## src/rtl/adsrps_pkg.sv

```systemverilog
// Shared types and constants of the ADSR phase sequencer.
package adsrps_pkg;

    localparam int DURATION_BITS_DEF = 24;
    localparam int GATE_BITS         = 2;
    localparam int PHASE_BITS        = 3;
    localparam int M_DATA_BITS       = 8;

    localparam logic [GATE_BITS-1:0] GATE_OFF = 2'd0;
    localparam logic [GATE_BITS-1:0] GATE_ON  = 2'd1;

    typedef enum logic [PHASE_BITS-1:0] {
        PH_IDLE    = 3'd0,
        PH_ATTACK  = 3'd1,
        PH_DECAY   = 3'd2,
        PH_SUSTAIN = 3'd3,
        PH_RELEASE = 3'd4
    } phase_t;

    typedef struct packed {
        logic   active_flag;
        logic   end_pulse;
        logic   start_pulse;
        phase_t phase_code;
    } result_t;

    localparam int RESULT_BITS = $bits(result_t);

endpackage

```

## src/rtl/adsrps_in_reg.sv

```systemverilog
// Input register stage: holds one accepted word until the phase logic takes it.
module adsrps_in_reg #(
    parameter int DURATION_BITS = adsrps_pkg::DURATION_BITS_DEF
) (
    input  logic                             aclk,
    input  logic                             aresetn,
    input  logic                             in_valid,
    output logic                             in_ready,
    input  logic [adsrps_pkg::GATE_BITS-1:0] in_gate_code,
    input  logic [DURATION_BITS-1:0]         in_attack_length,
    input  logic [DURATION_BITS-1:0]         in_decay_length,
    input  logic [DURATION_BITS-1:0]         in_release_length,
    input  logic                             take,
    output logic                             held_valid,
    output logic [adsrps_pkg::GATE_BITS-1:0] gate_code,
    output logic [DURATION_BITS-1:0]         attack_length,
    output logic [DURATION_BITS-1:0]         decay_length,
    output logic [DURATION_BITS-1:0]         release_length
);

    logic                             valid_reg;
    logic                             valid_next;
    logic                             accept;
    logic [adsrps_pkg::GATE_BITS-1:0] gate_reg;
    logic [DURATION_BITS-1:0]         attack_reg;
    logic [DURATION_BITS-1:0]         decay_reg;
    logic [DURATION_BITS-1:0]         release_reg;

    // The slot frees up in the same cycle that its word moves on.
    assign in_ready = !valid_reg || take;
    assign accept   = in_valid && in_ready;

    always_comb begin
        if (accept) begin
            valid_next = 1'b1;
        end else if (take) begin
            valid_next = 1'b0;
        end else begin
            valid_next = valid_reg;
        end
    end

    always_ff @(posedge aclk) begin
        if (!aresetn) begin
            valid_reg <= 1'b0;
        end else begin
            valid_reg <= valid_next;
        end
    end

    always_ff @(posedge aclk) begin
        if (accept) begin
            gate_reg    <= in_gate_code;
            attack_reg  <= in_attack_length;
            decay_reg   <= in_decay_length;
            release_reg <= in_release_length;
        end
    end

    assign held_valid     = valid_reg;
    assign gate_code      = gate_reg;
    assign attack_length  = attack_reg;
    assign decay_length   = decay_reg;
    assign release_length = release_reg;

endmodule

```

## src/rtl/adsrps_core.sv

```systemverilog
// Envelope phase state, counters and limits, with the per-sample step logic.
module adsrps_core #(
    parameter int DURATION_BITS = adsrps_pkg::DURATION_BITS_DEF
) (
    input  logic                             aclk,
    input  logic                             aresetn,
    input  logic                             step,
    input  logic [adsrps_pkg::GATE_BITS-1:0] gate_code,
    input  logic [DURATION_BITS-1:0]         attack_length,
    input  logic [DURATION_BITS-1:0]         decay_length,
    input  logic [DURATION_BITS-1:0]         release_length,
    output adsrps_pkg::result_t              result
);

    localparam logic [DURATION_BITS-1:0] DUR_ONE = DURATION_BITS'(1);

    adsrps_pkg::phase_t       phase_reg;
    adsrps_pkg::phase_t       phase_next;
    adsrps_pkg::phase_t       entry_phase;
    logic                     entry_start;
    logic                     release_done;
    logic [DURATION_BITS-1:0] attack_count_reg;
    logic [DURATION_BITS-1:0] attack_count_next;
    logic [DURATION_BITS-1:0] decay_count_reg;
    logic [DURATION_BITS-1:0] decay_count_next;
    logic [DURATION_BITS-1:0] release_count_reg;
    logic [DURATION_BITS-1:0] release_count_next;
    logic [DURATION_BITS-1:0] attack_limit_reg;
    logic [DURATION_BITS-1:0] attack_limit_next;
    logic [DURATION_BITS-1:0] decay_limit_reg;
    logic [DURATION_BITS-1:0] decay_limit_next;
    logic [DURATION_BITS-1:0] release_limit_reg;
    logic [DURATION_BITS-1:0] release_limit_next;

    function automatic logic [DURATION_BITS-1:0] at_least_one(
        input logic [DURATION_BITS-1:0] v
    );
        return (v == '0) ? DUR_ONE : v;
    endfunction

    // Gate action: decides the phase that is reported for this sample.
    always_comb begin
        entry_phase = phase_reg;
        entry_start = 1'b0;
        if (gate_code == adsrps_pkg::GATE_ON && phase_reg == adsrps_pkg::PH_IDLE) begin
            entry_phase = adsrps_pkg::PH_ATTACK;
            entry_start = 1'b1;
        end else if (gate_code == adsrps_pkg::GATE_OFF &&
                     phase_reg != adsrps_pkg::PH_IDLE &&
                     phase_reg != adsrps_pkg::PH_RELEASE) begin
            entry_phase = adsrps_pkg::PH_RELEASE;
        end
    end

    // Next state: latch limits on entry, then count. A finished attack falls
    // straight into decay, which counts on the same sample.
    always_comb begin
        phase_next         = entry_phase;
        attack_count_next  = attack_count_reg;
        decay_count_next   = decay_count_reg;
        release_count_next = release_count_reg;
        attack_limit_next  = attack_limit_reg;
        decay_limit_next   = decay_limit_reg;
        release_limit_next = release_limit_reg;
        release_done       = 1'b0;

        if (entry_start) begin
            attack_limit_next = at_least_one(attack_length);
            attack_count_next = '0;
        end
        if (entry_phase == adsrps_pkg::PH_RELEASE && phase_reg != adsrps_pkg::PH_RELEASE) begin
            release_limit_next = at_least_one(release_length);
            release_count_next = '0;
        end

        if (phase_next == adsrps_pkg::PH_ATTACK) begin
            attack_count_next = attack_count_next + DUR_ONE;
            if (attack_count_next >= attack_limit_next) begin
                phase_next       = adsrps_pkg::PH_DECAY;
                decay_limit_next = at_least_one(decay_length);
                decay_count_next = '0;
            end
        end
        if (phase_next == adsrps_pkg::PH_DECAY) begin
            decay_count_next = decay_count_next + DUR_ONE;
            if (decay_count_next >= decay_limit_next) begin
                phase_next = adsrps_pkg::PH_SUSTAIN;
            end
        end
        if (phase_next == adsrps_pkg::PH_RELEASE) begin
            release_count_next = release_count_next + DUR_ONE;
            if (release_count_next >= release_limit_next) begin
                phase_next   = adsrps_pkg::PH_IDLE;
                release_done = 1'b1;
            end
        end
    end

    // Outputs of the sample.
    always_comb begin
        result.phase_code  = entry_phase;
        result.start_pulse = entry_start;
        result.end_pulse   = release_done;
        result.active_flag = (entry_phase != adsrps_pkg::PH_IDLE);
    end

    always_ff @(posedge aclk) begin
        if (!aresetn) begin
            phase_reg         <= adsrps_pkg::PH_IDLE;
            attack_count_reg  <= '0;
            decay_count_reg   <= '0;
            release_count_reg <= '0;
            attack_limit_reg  <= DUR_ONE;
            decay_limit_reg   <= DUR_ONE;
            release_limit_reg <= DUR_ONE;
        end else if (step) begin
            phase_reg         <= phase_next;
            attack_count_reg  <= attack_count_next;
            decay_count_reg   <= decay_count_next;
            release_count_reg <= release_count_next;
            attack_limit_reg  <= attack_limit_next;
            decay_limit_reg   <= decay_limit_next;
            release_limit_reg <= release_limit_next;
        end
    end

endmodule

```

## src/rtl/adsrps_out_reg.sv

```systemverilog
// Result register: holds one finished word until the downstream side takes it.
module adsrps_out_reg (
    input  logic                               aclk,
    input  logic                               aresetn,
    input  logic                               load,
    input  adsrps_pkg::result_t                result,
    output logic                               space,
    output logic                               m_axis_tvalid,
    input  logic                               m_axis_tready,
    output logic [adsrps_pkg::M_DATA_BITS-1:0] m_axis_tdata
);

    logic                valid_reg;
    logic                valid_next;
    adsrps_pkg::result_t result_reg;

    // A word leaving in this cycle makes room for the next one.
    assign space = !valid_reg || m_axis_tready;

    always_comb begin
        if (load) begin
            valid_next = 1'b1;
        end else if (m_axis_tready) begin
            valid_next = 1'b0;
        end else begin
            valid_next = valid_reg;
        end
    end

    always_ff @(posedge aclk) begin
        if (!aresetn) begin
            valid_reg <= 1'b0;
        end else begin
            valid_reg <= valid_next;
        end
    end

    always_ff @(posedge aclk) begin
        if (load) begin
            result_reg <= result;
        end
    end

    assign m_axis_tvalid = valid_reg;
    assign m_axis_tdata  = {{(adsrps_pkg::M_DATA_BITS - adsrps_pkg::RESULT_BITS){1'b0}},
                            result_reg};

endmodule

```

## src/rtl/adsr_phase_sequencer_unit.sv

```systemverilog
// ADSR phase sequencer top level: input register, phase step logic, result register.
//
// One input word per audio sample gives one result word. The block takes one word
// per clock cycle while the result side keeps up. An accepted word sits in the input
// register while the phase logic works on it, and its result is loaded into the
// result register when the word is taken, which needs room there. The phase logic
// finishes a sample in one combinational step of compares and increments, even when
// it passes from attack through decay to sustain within that sample. The phase, three
// counters and three limits reset to idle, zero and one. While both registers are
// full and the result side holds m_axis_tready low, s_axis_tready is low, and no word
// is lost or repeated. s_axis_tready follows m_axis_tready within the same cycle.
module adsr_phase_sequencer_unit #(
    parameter int DURATION_BITS = adsrps_pkg::DURATION_BITS_DEF,
    localparam int S_FIELD_BITS = adsrps_pkg::GATE_BITS + 3 * DURATION_BITS,
    localparam int S_DATA_BITS  = ((S_FIELD_BITS + 7) / 8) * 8
) (
    input  logic                               aclk,
    input  logic                               aresetn,
    input  logic                               s_axis_tvalid,
    output logic                               s_axis_tready,
    // gate_code, attack_length, decay_length, release_length, zero padding
    input  logic [S_DATA_BITS-1:0]             s_axis_tdata,
    output logic                               m_axis_tvalid,
    input  logic                               m_axis_tready,
    // phase_code[2:0], start_pulse, end_pulse, active_flag, zero padding
    output logic [adsrps_pkg::M_DATA_BITS-1:0] m_axis_tdata
);

    localparam int GB = adsrps_pkg::GATE_BITS;

    logic                             held_valid;
    logic                             out_space;
    logic                             take;
    logic [GB-1:0]                    gate_code;
    logic [DURATION_BITS-1:0]         attack_length;
    logic [DURATION_BITS-1:0]         decay_length;
    logic [DURATION_BITS-1:0]         release_length;
    adsrps_pkg::result_t              result;

    assign take = held_valid && out_space;

    adsrps_in_reg #(
        .DURATION_BITS(DURATION_BITS)
    ) u_in_reg (
        .aclk              (aclk),
        .aresetn           (aresetn),
        .in_valid          (s_axis_tvalid),
        .in_ready          (s_axis_tready),
        .in_gate_code      (s_axis_tdata[GB-1:0]),
        .in_attack_length  (s_axis_tdata[GB+DURATION_BITS-1:GB]),
        .in_decay_length   (s_axis_tdata[GB+2*DURATION_BITS-1:GB+DURATION_BITS]),
        .in_release_length (s_axis_tdata[GB+3*DURATION_BITS-1:GB+2*DURATION_BITS]),
        .take              (take),
        .held_valid        (held_valid),
        .gate_code         (gate_code),
        .attack_length     (attack_length),
        .decay_length      (decay_length),
        .release_length    (release_length)
    );

    adsrps_core #(
        .DURATION_BITS(DURATION_BITS)
    ) u_core (
        .aclk           (aclk),
        .aresetn        (aresetn),
        .step           (take),
        .gate_code      (gate_code),
        .attack_length  (attack_length),
        .decay_length   (decay_length),
        .release_length (release_length),
        .result         (result)
    );

    adsrps_out_reg u_out_reg (
        .aclk          (aclk),
        .aresetn       (aresetn),
        .load          (take),
        .result        (result),
        .space         (out_space),
        .m_axis_tvalid (m_axis_tvalid),
        .m_axis_tready (m_axis_tready),
        .m_axis_tdata  (m_axis_tdata)
    );

endmodule

```

## config.mk

```make
export PLATFORM = sky130hd
export DESIGN_NAME = adsr_phase_sequencer_unit
export DESIGN_NICKNAME = d
export VERILOG_FILES = /design/src/rtl/adsrps_pkg.sv /design/src/rtl/adsrps_in_reg.sv /design/src/rtl/adsrps_core.sv /design/src/rtl/adsrps_out_reg.sv /design/src/rtl/adsr_phase_sequencer_unit.sv
export SDC_FILE = /design/constraint.sdc
export NUM_CORES = 1
export LEC_CHECK = 0
export BUFFER_PORTS_ARGS = -buffer_cell sky130_fd_sc_hd__buf_2
export CORE_ASPECT_RATIO = 1.25
export CORE_UTILIZATION = 55
export DETAILED_ROUTE_END_ITERATION = 10
export GPL_TIMING_DRIVEN = 0
export PLACE_DENSITY = 0.83
export SLEW_MARGIN = 20
export SYNTH_ARGS = -nofsm -noshare
export SYNTH_HDL_FRONTEND = slang
export SYNTH_SLANG_ARGS = --single-unit
export TNS_END_PERCENT = 100
```

## constraint.sdc

```tcl
create_clock -name aclk -period 6.98 [get_ports aclk]
set_input_delay 0.349 -clock aclk [delete_from_list [all_inputs] [get_ports aclk]]
set_output_delay 0.349 -clock aclk [all_outputs]
set_load 0.05 [all_outputs]
```

Yosys cells after proc, flatten, opt, wreduce, memory -nomap -nowiden
Index checks and enable logic that the tools add are counted.
{ "classes": {"addsub": 3, "order_cmp": 3, "eq_ne": 6, "mux": 28, "n_reduce_logical": 19} }
{ "ops": {"columns": ["cell", "n"], "rows": [
  ["$mux W24", 14],
  ["$add A24 B1 Y24 const B", 3],
  ["$ge A24 B24 Y1", 3],
  ["$logic_not A24 Y1", 3],
  ["$mux W3", 8],
  ["$eq A3 B3 Y1 const B", 2],
  ["$logic_and A1 B1 Y1", 6],
  ["$mux W1", 6],
  ["$reduce_bool A3 Y1", 2],
  ["$reduce_bool A2 Y1", 2],
  ["$eq A3 B1 Y1 const B", 1],
  ["$eq A3 B2 Y1 const B", 1],
  ["$logic_not A3 Y1", 1],
  ["$ne A3 B3 Y1 const B", 1],
  ["$eq A2 B1 Y1 const B", 1],
  ["$logic_not A1 Y1", 2],
  ["$logic_not A2 Y1", 1],
  ["$logic_or A1 B1 Y1", 2]
]} }
{ "word_totals": {"register_bits": 229, "input_bits": 84, "output_inout_bits": 10, "elab_cells": 76} }

Depth between registers and ports, before layout
{ "depth": {"ltp_word": 14, "ltp_mapped": 40, "ltp_nobuf": 32} }

Cells and area by module
A second synthesis with hierarchy kept.
{ "unflattened": {"cells_unflattened": 1376, "area_unflattened_um2": 12524.5} }
{ "by_module_without_submodules": {"columns": ["mod", "n_inst", "cells_per_inst", "area_each_um2", "seq_area_each_um2"], "rows": [
  ["adsrps_core", 1, 1283, 9990.8, 2942.8],
  ["adsrps_in_reg", 1, 79, 2279.7, 2242.2],
  ["adsrps_out_reg", 1, 13, 247.7, 200.2],
  ["adsr_phase_sequencer_unit", 1, 1, 6.3, 0.0]
]} }

Worst setup path after synthesis
Ideal clock, no wire load.
{ "synth_timing": {"path_type": "flip-flop to flip-flop", "start": "register u_core.phase_reg[1]", "end": "register u_core.phase_reg[0]", "setup_ns": 0.121, "t_arrival_ns": 6.947, "required_ns": 6.859, "slack_ns": -0.088, "stages_incl_launch_ff": 38, "n_path_buf": 7, "period_less_slack_ns": 7.068, "path_cell_list": "dfxtp_1 -> buf_2 -> or3_1 -> or2_2 -> buf_2 -> clkbuf_1 -> and2_1 -> ha_1 -> clkbuf_1 -> nand3_1 -> nor3_1 -> and3_1 -> nand3_1 -> xor2_1 -> nor2_1 -> ha_1 -> a21oi_1 -> nand2_1 -> (+2 left out) -> o21a_1 -> buf_2 -> buf_2 -> buf_2 -> nor2_1 -> ha_1 -> nand3_1 -> or4_4 -> nor3_4 -> nand3_2 -> or2_0 -> a21oi_1 -> ha_1 -> a21o_1 -> a21oi_1 -> o21ai_0 -> o22ai_1 -> a21oi_1"} }
{ "synth_via": {"elab_chain_len": 14, "elab_cells_between_ends": 34, "cone_classes": "add/sub: 3; order compare: 3; eq/ne: 5; mux: 17; reduce/logical: 6"} }
{ "synth_lines": {"columns": ["element", "line", "text"], "rows": [
  ["start: declaration", "adsrps_core.sv:17", "adsrps_pkg::phase_t phase_reg;"],
  ["start signal: assignment", "adsrps_core.sv:109", "phase_reg <= adsrps_pkg::PH_IDLE;"],
  ["start signal: assignment", "adsrps_core.sv:117", "phase_reg <= phase_next;"],
  ["$logic_not A3 Y1", "adsrps_core.sv:45", "if (gate_code == adsrps_pkg::GATE_ON && phase_reg == adsrps_pkg::PH_IDLE) begin"],
  ["$logic_and A1 B1 Y1", "adsrps_core.sv:45", null],
  ["$mux W1", "adsrps_core.sv:45", null],
  ["$mux W24", "adsrps_core.sv:67", "if (entry_start) begin"],
  ["$add A24 B1 Y24", "adsrps_core.sv:77", "attack_count_next = attack_count_next + DUR_ONE;"],
  ["$ge A24 B24 Y1", "adsrps_core.sv:78", "if (attack_count_next >= attack_limit_next) begin"],
  ["$mux W24", "adsrps_core.sv:78", null],
  ["$mux W24", "adsrps_core.sv:76", "if (phase_next == adsrps_pkg::PH_ATTACK) begin"],
  ["$add A24 B1 Y24", "adsrps_core.sv:85", "decay_count_next = decay_count_next + DUR_ONE;"],
  ["$ge A24 B24 Y1", "adsrps_core.sv:86", "if (decay_count_next >= decay_limit_next) begin"],
  ["$mux W3", "adsrps_core.sv:86", null],
  ["$mux W3", "adsrps_core.sv:84", "if (phase_next == adsrps_pkg::PH_DECAY) begin"],
  ["$eq A3 B3 Y1 or $mux W3 (tied branches)", "adsrps_core.sv:90, adsrps_core.sv:92", null],
  ["$mux W3 (*)", "adsrps_core.sv:90", "if (phase_next == adsrps_pkg::PH_RELEASE) begin"]
]} }
Every way passes the cells marked *; elsewhere a longest branch is shown, timed or not.
A chain may end at the register's enable or synchronous reset.

Worst setup path after layout
{ "layout_timing": {"start": "register u_core.phase_reg[0]", "end": "register u_core.phase_reg[0]"} }
The elaborated chain is that of the path after synthesis.

==> out/metrics.csv <==
metric,value,unit
clockBufferDepth,3,
antenna_found_initial,0,
max_cap_viol_count,0,
final_common_cell,nand2_1,
via_per_inst,6.04,
avgSynthCellArea,9.19,µm²
ys_top_cells_by_area,"dfxtp_1 (24%), edfxtp_1 (19%), ha_1 (7.6%)",
wl_per_cell,18.5,µm
fin_crit_sh,100,%
async_reset_ff_share,0,%
path_max_fanout,10,
coreArea,21800,µm²
drtIter0Drc,958,
crit_required,7.44,ns
num_io_pins,94,
drt-pass1-iter-count,7,
ant_nets,0,
critical_path.slowest_cell,or4_4,
finalMaxSlewViolations,0,
initial_utilization,56.8,%
via_count,11200,
worst_setup_path_start_kind,flop,
nets,1715,
p_sw,0.000891,W
floorplan.rows,60,
routed_wl,34200,µm
seq_area_frac_synth,43.6,%
path_clk_slew,0.06,ns
port_buffers,85,
yosysTopAreaCell,dfxtp_1,
synth_top_area_share,24.1,%
gr-total-overflow,0,
drive_gt1_share,14.9,%
regArea,5390,µm²
worstMarginPinSlew,1.02,ns
relSlewSlack,32.0,%
cpPeakStageDelay,0.58,ns
synth-seq-cells,229,
pwr-share-comb,15.0,%
die-area,23100,µm²
synthFlopType,dfxtp_1,
die_width,136,µm
ys_warn_count,0,
critPathKind,flop to flop,
area_delta_synth_final,23.0,%
fin_crit,6.98,ns
fillers,1594,
setup_violations,1,
multi_input_area,6830,µm²
grt_pass1_vias,10800,
clock-sinks,229,
cts_htree_levels,1,
switching_share,26.7,%
grt_pass1_wl,52700,µm
p_clk_share,40.6,%
ys_types,70,
diodes,0,
netlist_area,12400,µm²
synth_edf_count,80,
clock_latency,0.53,ns
worst_ep_arrival_time,7.44,ns
dieHeight,170,µm
leakage,5.65,nW
crit_path_end_kind,flop,
hold_viol,0,
holdCritPathClass,input port to flop,
cts_root_buffer,clkbuf_16,
cts_tree,yes,
dp_hpwl,22700,µm
internal-power,0.00245,W
grt_max_degree,51,
p_per_area,220,nW/µm²
drc,0,
seq_power_share,44.3,%
layout_common_cells,"nand2_1 (172), dfxtp_1 (146), nor2_1 (141)",
fmax,0.143,GHz
place_area,13200,µm²
violations,negative setup slack,
hold_slack,0.0117,ns
peakVddDrop,0.208,mV
worst_slack,-0.00275,ns
track_usage,28.7,%
numCtsBuffers,24,
gp_congestion,0.932,
final_cell_area,15200,µm²
fin_skew,0.0150,ns
netlist_instances,1346,
status,finished with violations,
## what timing repair did
| item | CTS | global route |
|---|---|---|
| hold endpoints to repair | 70 | 1 |
| gates cloned | 0 | 1 |
| pin swaps | 8 | 26 |
| hold buffers | 70 | 1 |
| endpoints found under the setup margin | 11 | 1 |
| resized for setup | 39 | 32 |
| setup buffers | 5 | 26 |
## cells by family after synthesis
group                      synth area share (%)
AOI/OAI and AO/OA                          14.0
and+or+nand+nor                            19.7
DFF                                        43.6
buffers and inverters                      3.22
xor gates and xnor gates                   4.32
adders and majority gates                  7.59
muxes                                      7.53
other                                    0.0303
## cells in the mapped netlist (10+ instances only)
cell,number
xor2_1,32
nor3_1,23
inv_1,13
buf_2,28
a21o_1,18
or3_1,18
clkbuf_1,43
nand4_1,18
ha_1,75
mux2i_1,93
nor4_1,27
nor2_1,144
and2_1,12
xnor2_1,29
a21oi_1,110
nand2_1,174
edfxtp_1,80
a211oi_1,31
nand2b_1,10
nand3_1,47
o22ai_1,14
dfxtp_1,149
o21ai_0,42
## cell type report
type / instances / share of cell area (%)
inverters: 14 / 0.362
well taps: 279 / 2.30
repair buffers: 188 / 9.18
flip-flops and latches: 229 / 35.5
clock buffers: 31 / 4.32
clock inverters: 13 / 1.13
plain buffers: 74 / 2.37
multi-input cells: 1025 / 44.9
## worst paths after layout
kind / cells past startpoint / start / slack, ns / endpoint
worst max-delay path: 34 / u_core.phase_reg[0] / -0.003 / u_core.phase_reg[0]
worst min register to register: 2 / u_core.attack_limit_reg[17] / 0.45 / u_core.attack_limit_reg[17]
worst max register to register: 34 / u_core.phase_reg[0] / -0.003 / u_core.phase_reg[0]
worst min-delay path: 1 / s_axis_tdata[46] / 0.01 / u_in_reg.decay_length[20]
## through the flow
step | TNS [ns] | util [%] | instances | power [W] | worst slack [ns]
after detailed placement | -4.74 | 60.6 | 1712 | 0.00191 | -1.64
after floorplan | 0 | - | 1347 | 0.00177 | 0.0697
after global placement | -4.22 | 60.4 | 1711 | 0.00190 | -1.59
after global routing | -0.167 | 69.9 | 1853 | 0.00344 | -0.167
after CTS | 0 | 68.5 | 1828 | 0.00330 | 0.0224
final | -0.00275 | 69.9 | 1853 | 0.00334 | -0.00275
## critical path, delay by kind of cell (launching register included)
| kind | cells | cell delay, ns |
|---|---|---|
| DFF | 1 | 0.36 |
| buffers and inverters | 4 | 0.54 |
| xor gates and xnor gates | 2 | 0.45 |
| and+or+nand+nor | 17 | 3.16 |
| AOI/OAI and AO/OA | 7 | 1.38 |
| adders and majority gates | 4 | 0.95 |
## power by group through the flow
stage	sequential, W	combinational (W)	clock, W
after floorplan	0.00151	0.000267	0
after global placement	0.00150	0.000393	0
after detailed placement	0.00150	0.000405	0
after CTS	0.00148	0.000460	0.00136
after global routing	0.00149	0.000535	0.00142
final	0.00148	0.000502	0.00136
## per-layer routing
layer	GRT usage (%)	up-vias	wire length, µm
met5	0	-	0
met4	12.4	0	1260
met3	3.88	95	2350
met2	51.6	488	17100
met1	33.6	5303	13500
li1	-	5309	-
No activity file was read; power rests on OpenSTA's default activity.
